File: config.mk
export PLATFORM = sky130hd
export DESIGN_NAME = awgn_channel_noise_adder_top
export DESIGN_NICKNAME = d
export VERILOG_FILES = /design/src/awgn_pkg.sv /design/src/awgn_ctrl.sv /design/src/awgn_dp.sv /design/src/awgn_channel_noise_adder_top.sv
export SDC_FILE = /design/constraint.sdc
export NUM_CORES = 2
export LEC_CHECK = 0
export ABC_CLOCK_PERIOD_IN_PS = 20100
export BUFFER_PORTS_ARGS = -buffer_cell sky130_fd_sc_hd__buf_2
export CAP_MARGIN = 20
export CELL_PAD_IN_SITES_DETAIL_PLACEMENT = 2
export CELL_PAD_IN_SITES_GLOBAL_PLACEMENT = 2
export CORE_UTILIZATION = 47
export DETAILED_ROUTE_END_ITERATION = 8
export GPL_TIMING_DRIVEN = 0
export PLACE_DENSITY_LB_ADDON = 0.15
export SLEW_MARGIN = 20
export SYNTH_ARGS = -nofsm -noshare
export SYNTH_HDL_FRONTEND = slang
export SYNTH_SLANG_ARGS = --single-unit
File: constraint.sdc
create_clock -name clock -period 20.1 [get_ports clock]
set_clock_uncertainty 0.05 [all_clocks]
set_input_delay 2.01 -clock clock [delete_from_list [all_inputs] [get_ports clock]]
set_output_delay 2.01 -clock clock [all_outputs]
set_load 0.03 [all_outputs]
File: src/awgn_pkg.sv
// shared types, constants and opcodes for the awgn noise adder
`timescale 1ns / 1ps

package awgn_pkg;

   // opcodes
   localparam logic [1:0] OP_SAMPLE     = 2'd0;
   localparam logic [1:0] OP_NOISE_UP   = 2'd1;
   localparam logic [1:0] OP_NOISE_DOWN = 2'd2;

   // generator
   localparam logic [31:0] LCG_MUL   = 32'd1103515245;
   localparam logic [31:0] LCG_INC   = 32'd12345;
   localparam logic [31:0] SEED_INIT = 32'd1;
   localparam int DRAW_W     = 15;
   localparam int DRAW_COUNT = 16;
   localparam int CNT_W      = $clog2(DRAW_COUNT);
   localparam logic [CNT_W-1:0] DRAW_LAST = CNT_W'(DRAW_COUNT - 1);

   // sum and centring
   localparam int SUM_W    = 19;
   localparam int CENTRE_W = SUM_W + 1;
   localparam logic signed [CENTRE_W-1:0] CENTRE_OFFSET = 20'sd262136;
   localparam int MAG_W    = 18;

   // gain
   localparam int GAIN_W = 24;
   localparam logic [GAIN_W-1:0] GAIN_RESET = 24'd25322;
   localparam logic [GAIN_W-1:0] GAIN_MAX   = 24'hFFFFFF;
   localparam int Q_SHIFT   = 16;
   localparam int PROD_W    = MAG_W + GAIN_W;
   localparam int NOISE_W   = PROD_W - Q_SHIFT;
   // floor(x / 3) = (x * ceil(2^27 / 3)) >> 27 for any x below 2^27
   localparam int DIV3_SHIFT = 27;
   localparam logic [25:0] DIV3_RECIP = 26'd44739243;
   localparam int DIV3_W = GAIN_W + 1 + 26;

   // output range
   localparam int TOTAL_W = NOISE_W + 2;
   localparam logic signed [TOTAL_W-1:0] SAMPLE_MAX = 28'sd32767;
   localparam logic signed [TOTAL_W-1:0] SAMPLE_MIN = -28'sd32768;

   typedef struct packed {
      logic [1:0]         opcode;
      logic signed [15:0] sample_in;
   } req_type;

   typedef struct packed {
      logic signed [15:0] sample_out;
      logic               clipped;
   } rsp_type;

   typedef enum logic [2:0] {
      ST_IDLE,
      ST_DRAW,
      ST_CENTRE,
      ST_MUL,
      ST_DONE
   } state_type;

   typedef struct packed {
      logic load_sample;
      logic gain_up;
      logic gain_down;
      logic draw_step;
      logic centre;
      logic multiply;
      logic load_out;
   } cmd_type;

   typedef struct packed {
      logic out_free;
   } status_type;

endpackage

File: src/awgn_ctrl.sv
// sequencer for the awgn noise adder: draws, centring, scaling, output
`timescale 1ns / 1ps

module awgn_ctrl
   import awgn_pkg::*;
(
   input  logic       clock,
   input  logic       reset,
   input  logic       req_valid,
   input  logic [1:0] req_opcode,
   output logic       req_ready,
   input  status_type status,
   output cmd_type    cmd
);

   state_type        state_ff, state_in;
   logic [CNT_W-1:0] cnt_ff, cnt_in;

   always_ff @(posedge clock) begin
      if (reset) begin
         state_ff <= ST_IDLE;
         cnt_ff   <= '0;
      end else begin
         state_ff <= state_in;
         cnt_ff   <= cnt_in;
      end
   end

   // next state
   always_comb begin
      state_in = state_ff;
      cnt_in   = cnt_ff;
      unique case (state_ff)
         ST_IDLE: begin
            cnt_in = '0;
            if (req_valid && (req_opcode == OP_SAMPLE)) begin
               state_in = ST_DRAW;
            end
         end
         ST_DRAW: begin
            cnt_in = cnt_ff + CNT_W'(1);
            if (cnt_ff == DRAW_LAST) begin
               state_in = ST_CENTRE;
            end
         end
         ST_CENTRE: state_in = ST_MUL;
         ST_MUL:    state_in = ST_DONE;
         ST_DONE: begin
            if (status.out_free) begin
               state_in = ST_IDLE;
            end
         end
         default: state_in = ST_IDLE;
      endcase
   end

   // outputs
   always_comb begin
      cmd       = '0;
      req_ready = 1'b0;
      unique case (state_ff)
         ST_IDLE: begin
            req_ready = 1'b1;
            if (req_valid) begin
               unique case (req_opcode)
                  OP_SAMPLE:     cmd.load_sample = 1'b1;
                  OP_NOISE_UP:   cmd.gain_up     = 1'b1;
                  OP_NOISE_DOWN: cmd.gain_down   = 1'b1;
                  default:       cmd             = '0;
               endcase
            end
         end
         ST_DRAW:   cmd.draw_step = 1'b1;
         ST_CENTRE: cmd.centre    = 1'b1;
         ST_MUL:    cmd.multiply  = 1'b1;
         ST_DONE:   cmd.load_out  = status.out_free;
         default:   cmd           = '0;
      endcase
   end

endmodule

File: src/awgn_dp.sv
// datapath for the awgn noise adder: generator, sum, gain, scale, saturate
`timescale 1ns / 1ps

module awgn_dp
   import awgn_pkg::*;
(
   input  logic       clock,
   input  logic       reset,
   input  cmd_type    cmd,
   output status_type status,
   input  req_type    req_data,
   output logic       rsp_valid,
   input  logic       rsp_ready,
   output rsp_type    rsp_data
);

   logic [31:0]              seed_ff, seed_in;
   logic [GAIN_W-1:0]        gain_ff, gain_in;
   logic                     rsp_valid_ff, rsp_valid_in;
   logic signed [15:0]       sample_ff;
   logic [SUM_W-1:0]         sum_ff;
   logic [MAG_W-1:0]         mag_ff;
   logic                     neg_ff;
   logic [NOISE_W-1:0]       noise_ff;
   rsp_type                  rsp_ff, rsp_in;

   logic [31:0]              seed_next;
   logic signed [CENTRE_W-1:0] centred;
   logic signed [CENTRE_W-1:0] centred_abs;
   logic [PROD_W-1:0]        prod;
   logic [GAIN_W:0]          gain_up_wide;
   logic [DIV3_W-1:0]        div_prod;
   logic signed [TOTAL_W-1:0] noise_s;
   logic signed [TOTAL_W-1:0] total;

   // generator step, one draw a cycle
   assign seed_next = seed_ff * LCG_MUL + LCG_INC;

   always_comb begin
      centred     = $signed({1'b0, sum_ff}) - CENTRE_OFFSET;
      centred_abs = centred[CENTRE_W-1] ? -centred : centred;
      prod        = PROD_W'(mag_ff) * PROD_W'(gain_ff);
   end

   // gain * 3/2 saturated, gain * 2/3 through the reciprocal of three
   always_comb begin
      gain_up_wide = {1'b0, gain_ff} + {2'b00, gain_ff[GAIN_W-1:1]};
      div_prod     = DIV3_W'({gain_ff, 1'b0}) * DIV3_W'(DIV3_RECIP);
      gain_in      = gain_ff;
      if (cmd.gain_up) begin
         gain_in = gain_up_wide[GAIN_W] ? GAIN_MAX : gain_up_wide[GAIN_W-1:0];
      end else if (cmd.gain_down) begin
         gain_in = div_prod[DIV3_SHIFT +: GAIN_W];
      end
   end

   // sample plus signed noise, saturated
   always_comb begin
      noise_s = neg_ff ? -$signed({2'b00, noise_ff}) : $signed({2'b00, noise_ff});
      total   = TOTAL_W'(sample_ff) + noise_s;
      priority if (total > SAMPLE_MAX) begin
         rsp_in.sample_out = 16'sh7FFF;
         rsp_in.clipped    = 1'b1;
      end else if (total < SAMPLE_MIN) begin
         rsp_in.sample_out = -16'sh8000;
         rsp_in.clipped    = 1'b1;
      end else begin
         rsp_in.sample_out = total[15:0];
         rsp_in.clipped    = 1'b0;
      end
   end

   always_comb begin
      seed_in      = cmd.draw_step ? seed_next : seed_ff;
      status.out_free = !rsp_valid_ff || rsp_ready;
      rsp_valid_in = cmd.load_out ? 1'b1 : (rsp_ready ? 1'b0 : rsp_valid_ff);
   end

   // control state
   always_ff @(posedge clock) begin
      if (reset) begin
         seed_ff      <= SEED_INIT;
         gain_ff      <= GAIN_RESET;
         rsp_valid_ff <= 1'b0;
      end else begin
         seed_ff      <= seed_in;
         gain_ff      <= gain_in;
         rsp_valid_ff <= rsp_valid_in;
      end
   end

   // payload
   always_ff @(posedge clock) begin
      if (cmd.load_sample) begin
         sample_ff <= req_data.sample_in;
         sum_ff    <= '0;
      end
      if (cmd.draw_step) begin
         sum_ff <= sum_ff + SUM_W'(seed_next[30:16]);
      end
      if (cmd.centre) begin
         mag_ff <= centred_abs[MAG_W-1:0];
         neg_ff <= centred[CENTRE_W-1];
      end
      if (cmd.multiply) begin
         noise_ff <= prod[PROD_W-1:Q_SHIFT];
      end
      if (cmd.load_out) begin
         rsp_ff <= rsp_in;
      end
   end

   assign rsp_valid = rsp_valid_ff;
   assign rsp_data  = rsp_ff;

endmodule

File: src/awgn_channel_noise_adder_top.sv
// top level of the awgn noise adder: sequencer, datapath and checks
`timescale 1ns / 1ps

// Adds Gaussian-like noise to signed Q15 samples. Each sample beat (opcode 0)
// takes sixteen 15-bit draws from a 32-bit linear congruential generator
// (seed * 1103515245 + 12345, bits 30..16), sums and centres them, scales the
// sum by the Q16 gain (truncating toward zero), adds it to the sample and
// saturates to 16 bits, flagging clipped when saturation happened. A sample
// beat is accepted in idle and then occupies the block for sixteen draws
// (the generator multiply-add is a loop-carried dependency, one step a
// cycle), then centring, the gain multiply and the final add. The result
// sits in an output register, so the next beat is accepted as soon as the
// block is back in idle even if that result has not yet been taken; only a
// second result waits for the first to leave. Noise-up (opcode 1, gain * 3/2
// saturating at 0xFFFFFF) and noise-down (opcode 2, gain * 2/3) beats are
// handled in idle and give no result; opcode 3 is accepted and ignored.
// After reset the gain is 25322 and the seed is 1.

module awgn_channel_noise_adder_top
   import awgn_pkg::*;
(
   input  logic    clock,
   input  logic    reset,
   input  logic    req_valid,
   output logic    req_ready,
   input  req_type req_data,
   output logic    rsp_valid,
   input  logic    rsp_ready,
   output rsp_type rsp_data
);

   cmd_type    cmd;
   status_type status;

   // sequencer: walks idle, draw x16, centre, multiply, done
   awgn_ctrl u_ctrl (
      .clock      (clock),
      .reset      (reset),
      .req_valid  (req_valid),
      .req_opcode (req_data.opcode),
      .req_ready  (req_ready),
      .status     (status),
      .cmd        (cmd)
   );

   // datapath: generator, accumulator, gain register, scaler, output register
   awgn_dp u_dp (
      .clock     (clock),
      .reset     (reset),
      .cmd       (cmd),
      .status    (status),
      .req_data  (req_data),
      .rsp_valid (rsp_valid),
      .rsp_ready (rsp_ready),
      .rsp_data  (rsp_data)
   );

   // a sample beat keeps the block busy on the next cycle
   assert property (@(posedge clock) disable iff (reset)
      (req_valid && req_ready && (req_data.opcode == OP_SAMPLE)) |=> !req_ready)
      else $error("block accepted a beat while drawing noise");

   // exactly sixteen draws between a sample beat and centring
   assert property (@(posedge clock) disable iff (reset)
      (req_valid && req_ready && (req_data.opcode == OP_SAMPLE)) |-> ##17 cmd.centre)
      else $error("draw count wrong");

   // a pending result is never overwritten
   assert property (@(posedge clock) disable iff (reset)
      cmd.load_out |-> (!rsp_valid || rsp_ready))
      else $error("output register overwritten");

   // gain only moves on a gain beat
   assert property (@(posedge clock) disable iff (reset)
      (!cmd.gain_up && !cmd.gain_down) |=> $stable(u_dp.gain_ff))
      else $error("gain changed without a gain beat");

endmodule

After elaboration in Yosys (flattened, before gate mapping)
Index checks and enable logic that the tools add are counted.
{"block": "op_classes", "addsub": 8, "multipliers": 3, "div_mod_pow": 0, "magnitude_cmp": 2, "n_eq_ne": 10, "n_shift": 0, "mux": 25, "bitwise_logic": 0, "reduce_logical": 10}
{"operator": "2-to-1 mux 24 bit", "n": 3}
{"operator": "multiplier 24 x 26 -> 50 bit (second input constant)", "n": 1}
{"operator": "multiplier 18 x 24 -> 42 bit", "n": 1}
{"operator": "2-to-1 mux 19 bit", "n": 2}
{"operator": "adder 32 x 14 -> 32 bit (second input constant)", "n": 1}
{"operator": "multiplier 32 x 31 -> 32 bit (second input constant)", "n": 1}
{"operator": "adder 16 x 28 -> 28 bit", "n": 1}
{"operator": "greater-than comparator 28 x 16 -> 1 bit (second input constant)", "n": 1}
{"operator": "< comparator 28 x 16 -> 1 bit (second input constant)", "n": 1}
{"operator": "2-to-1 mux 28 bit", "n": 1}
{"operator": "negator 26 -> 28 bit", "n": 1}
{"operator": "adder 24 x 23 -> 25 bit", "n": 1}
{"operator": "subtractor 19 x 18 -> 20 bit (second input constant)", "n": 1}
{"operator": "adder 19 x 15 -> 19 bit", "n": 1}
{"operator": "2-to-1 mux 18 bit", "n": 1}
{"operator": "negator 18 bit", "n": 1}
{"operator": "2-to-1 mux 17 bit", "n": 1}
{"operator": "one-hot mux 3 bit (5 select lines)", "n": 1}
{"operator": "2-to-1 mux 3 bit", "n": 4}
{"operator": "one-hot mux 1 bit (2 select lines)", "n": 4}
{"operator": "one-hot mux 4 bit (2 select lines)", "n": 1}
{"operator": "nonzero test 2 bit", "n": 4}
{"operator": "2-to-1 mux 7 bit", "n": 1}
{"operator": "equality test 3 x 2 -> 1 bit (second input constant)", "n": 2}
{"operator": "14 further kinds", "n": 21}
{"block": "word_totals", "regBits": 161, "latch_bits": 0, "ramBits": 0, "rom_bits": 0, "mem_count": 0}

Depth between registers and ports, before layout
{"block": "depth", "depth_word": 6, "ltp_mapped": 37, "depth_no_buf": 37}

Hierarchy
Synthesis repeated with hierarchy kept, for this count alone.
{"block": "hier_totals", "cells_unflattened": 4107, "area_unflattened_um2": 38673.3}
{"module": "awgn_dp", "n_inst": 1, "cells_per_inst": 4059, "area_each_um2": 38257.9, "seq_area_each_um2": 4033.9}
{"module": "awgn_ctrl", "n_inst": 1, "cells_per_inst": 48, "area_each_um2": 415.4, "seq_area_each_um2": 140.1}

Worst setup path after synthesis
Ideal clock, no wire load.
{"block": "synth_timing", "path_kind": "register -> register", "start": "reg u_dp.seed_ff[8]", "end": "reg u_dp.sum_ff[18], data pin", "setup_ns": 0.266, "arrival_ns": 8.023, "path_slack_ns": 11.761, "stages_incl_launch_ff": 32, "period_less_slack_ns": 8.339, "cell_sequence": "dfxtp_1 -> ha_1 -> fa_1 -> fa_1 -> inv_1 -> fa_1 -> inv_1 -> ha_1 -> inv_1 -> fa_1 -> inv_1 -> fa_1 -> fa_1 -> ha_1 -> and4_1 -> a221o_1 -> a21oi_1 -> o21bai_1 -> a21oi_1 -> xnor2_1 -> fa_1 -> a21o_1 -> a21o_1 -> a21o_1 -> a21o_1 -> a21oi_1 -> o2111ai_1 -> a2111oi_0 -> o21ai_0 -> nand2_1 -> xor2_1 -> nor2_1"}
{"block": "synth_via", "elab_chain_cells": 4}
{"element": "start, declared", "line_no": "awgn_dp.sv:17", "rtl": "logic [31:0] seed_ff, seed_in;"}
{"element": "start signal, assigned", "line_no": "awgn_dp.sv:86", "rtl": "seed_ff <= seed_in;"}
{"element": "multiplier 32 x 31 -> 32 bit", "line_no": "awgn_dp.sv:37", "rtl": "assign seed_next = seed_ff * LCG_MUL + LCG_INC;"}
{"element": "adder 32 x 14 -> 32 bit", "line_no": "awgn_dp.sv:37"}
{"element": "via u_dp.seed_next[17]", "line_no": "awgn_dp.sv:27", "rtl": "logic [31:0] seed_next;"}
{"element": "adder 19 x 15 -> 19 bit", "line_no": "awgn_dp.sv:99", "rtl": "sum_ff <= sum_ff + SUM_W'(seed_next[30:16]);"}
{"element": "2-to-1 mux 19 bit", "line_no": "awgn_dp.sv:98", "rtl": "if (cmd.draw_step) begin"}
{"element": "end signal, assigned", "line_no": "awgn_dp.sv:99"}
{"element": "end, declared", "line_no": "awgn_dp.sv:21", "rtl": "logic [SUM_W-1:0] sum_ff;"}
The timed path passes the listed nets, and every way through them passes these cells.
A chain may end at the register's enable or synchronous reset.

Final worst setup path
{"block": "layout_timing", "start": "reg u_dp.seed_ff[6]", "end": "reg u_dp.sum_ff[16], data pin"}
Same word-level chain as after synthesis.

==> results.ini <==
[critical_path]
crit_buf_inv = 6
cp_slowest_cell = a2111oi_0
path_common_cell = ha_1
timing.rr.start = u_dp.seed_ff[6]
cp_top_family = adder cells
start_kind = register
crit_fanout = 8
rr_endpoint = u_dp.sum_ff[16]
end_kind = register
required_ps = 20280
rrSetupSlack_ps = 9810
crit_start = u_dp.seed_ff[6]
critPathKind = reg -> reg
crit_path_end = u_dp.sum_ff[16]
crit_arrival_ps = 10460
cp.depth = 37
critical-path-max-stage-delay_ps = 750
r2r_cells = 37

[global_routing]
grt_max_degree = 27
antenna_found_initial = 1
grt.overflow.total = 0
first_global_vias = 36200
grtUsageTotal = 0.351
grt_pass1_wl_mm = 218

[sta]
setup_tns_ps = 0
finalCriticalPeriod_ps = 10290
fmax_mhz = 97.2
setup_viol = 0
worst_slew_pin_slew_ps = 1050
max_slew_margin = 0.279
slew_viol_final = 0
hold_viol = 0
rsz0062_at_grt = false
post-route-period-util = 0.512

[clocking]
numCtsBuffers = 17
tritoncts = yes
h-tree-depth = 4
cts_setup_buffers = 0
path_clk_slew_ps = 80
cts.sinks = 160
cts_hold_buf = 0
clk_latency_ps = 490
cts.path.max_buffers = 2
cts_root_buf = clkbuf_16
cts_resized = 0

[drt]
drt_iter0_drc = 1507
routed_wl_mm = 141
via_per_inst = 5.68
wire_per_inst_um = 26.8
vias = 29900
drtPass1Iterations = 5
route.detailed.drc = 0
ant_nets = 0

[synthesis]
synth_compound_area_frac = 0.0848
synthMuxAreaShare = 0.000810
synth_edf_count = 97
syn_nets = 5417
yosys_warnings = 0
ys_async_sr_fraction = 0
netlist_instances = 4133
synth_top_family_by_area = adder cells
yosysSeqAreaShare = 0.108
ys.flop_type = edfxtp_1
yosys.cell_types.count = 74
avgSynthCellArea_um2 = 9.34
syn-cell-area_mm2 = 0.0386
synth_fa_ha_area_frac = 0.546
synth_seq_cells = 160
synth-simple-area-share = 0.105
synth_xor_area_frac = 0.0479

[place]
portBuffers = 40
dp_cells = 5235
hpwl_mm = 122
place_area_mm2 = 0.0402
gp_congestion = 0.900

[worst_hold_path]
hold_path.class = reg -> reg

[cells_and_area]
multi_input_area_mm2 = 0.0303
regArea_mm2 = 0.00417
fill_cells = 8735
fin_cells = 5268
layout_common_cells = inv_1 (981), fa_1 (703), ha_1 (559)
nets = 5478
syn2layout_area_growth_pct = 5.67
drive_gt1_frac = 0.0245
fin_area_mm2 = 0.0408
layout_commonest_cell = inv_1

[floorplan]
die_height_um = 289
die-area_mm2 = 0.0833
initial_core_util = 0.477
fp-row-count = 104
die_w_um = 289
io_pins = 41
core_area_mm2 = 0.0809

[outcome]
status = completed

[run]
drv_cap = 0

-- flip-flops by register name, summed over array words and instances (netlist names) --
signal	flops
u_dp.seed_ff	31
u_dp.noise_ff	26
u_dp.gain_ff	24
u_dp.sum_ff	19
u_dp.mag_ff	18
u_dp.rsp_data	17
u_dp.sample_ff	16
u_ctrl.cnt_ff	4
u_ctrl.state_ff	3
u_dp.neg_ff	1
u_dp.rsp_valid	1
-- cells in the mapped netlist (all sizes together) (15+ instances only) --
cell	n	share of area
a211oi	17	0.0033
a21o	71	0.014
a21oi	158	0.021
a31oi	18	0.0029
and2	121	0.020
and3	20	0.0032
clkbuf	115	0.011
dfxtp	63	0.033
edfxtp	97	0.075
fa	703	0.36
ha	559	0.18
inv	981	0.095
nand2	450	0.044
nand2b	18	0.0029
nand3	39	0.0051
nor2	130	0.013
nor2b	23	0.0039
nor3	29	0.0038
o21a	26	0.0051
o21ai	96	0.012
o31ai	15	0.0029
xnor2	157	0.036
xor2	54	0.012
-- worst min path at each step --
stage	from	endpoint	slack, ps	cells after the start
floorplan	u_dp.seed_ff[28]	u_dp.seed_ff[28]	410	2
global placement	u_dp.seed_ff[28]	u_dp.seed_ff[28]	430	2
detailed placement	u_dp.seed_ff[28]	u_dp.seed_ff[28]	450	2
CTS	u_dp.seed_ff[28]	u_dp.seed_ff[28]	480	2
global route	u_dp.seed_ff[28]	u_dp.seed_ff[28]	510	2
finish	u_dp.seed_ff[28]	u_dp.seed_ff[28]	470	2
-- metal layers --
layer | up-vias | part of all wire | global-route usage | wire length [um]
li1 | 13000 | - | - | -
met1 | 15900 | 0.40 | 0.419 | 56300
met2 | 728 | 0.52 | 0.637 | 73500
met3 | 279 | 0.038 | 0.0405 | 5350
met4 | 2 | 0.042 | 0.145 | 5910
met5 | - | 0.000085 | 0 | 12
-- per-stage QoR --
stage | util | hold slack, ps | setup WS [ps]
after floorplan | - | 411 | 11760
after global placement | 0.496 | 430 | 10460
after detailed placement | 0.497 | 450 | 10070
after CTS | 0.504 | 476 | 9990
after global routing | 0.504 | 507 | 9430
final | 0.504 | 467 | 9810
-- cells by family (layout without fill, tap and decap cells) --
kind of cell	after synthesis	count (layout)
DFF	160	160
and+or+nand+nor	889	889
AOI/OAI and AO/OA	507	507
muxes	3	3
other	0	1
buffers and inverters	1101	1175
xor gates and xnor gates	211	211
adders and majority gates	1262	1262
-- tightest hold or removal path: cells and delay by family (launching register included) --
kind               cells  cell delay (ps)
AOI/OAI and AO/OA      1               60
DFF                    1              350
and+or+nand+nor        1               70
-- layout make-up --
type	count	share of cell area
multi-input combinational	2872	0.743
sequential	160	0.102
inverter	982	0.0903
tap	1060	0.0325
buffer	119	0.0112
clock buffer	17	0.0104
timing repair buffer	42	0.00567
clock inverter	15	0.00432
antenna	1	0.0000613
Power is left out: the tool's default activity adds up to more than one toggle a clock period on the data nets, which glitch-free logic cannot reach.
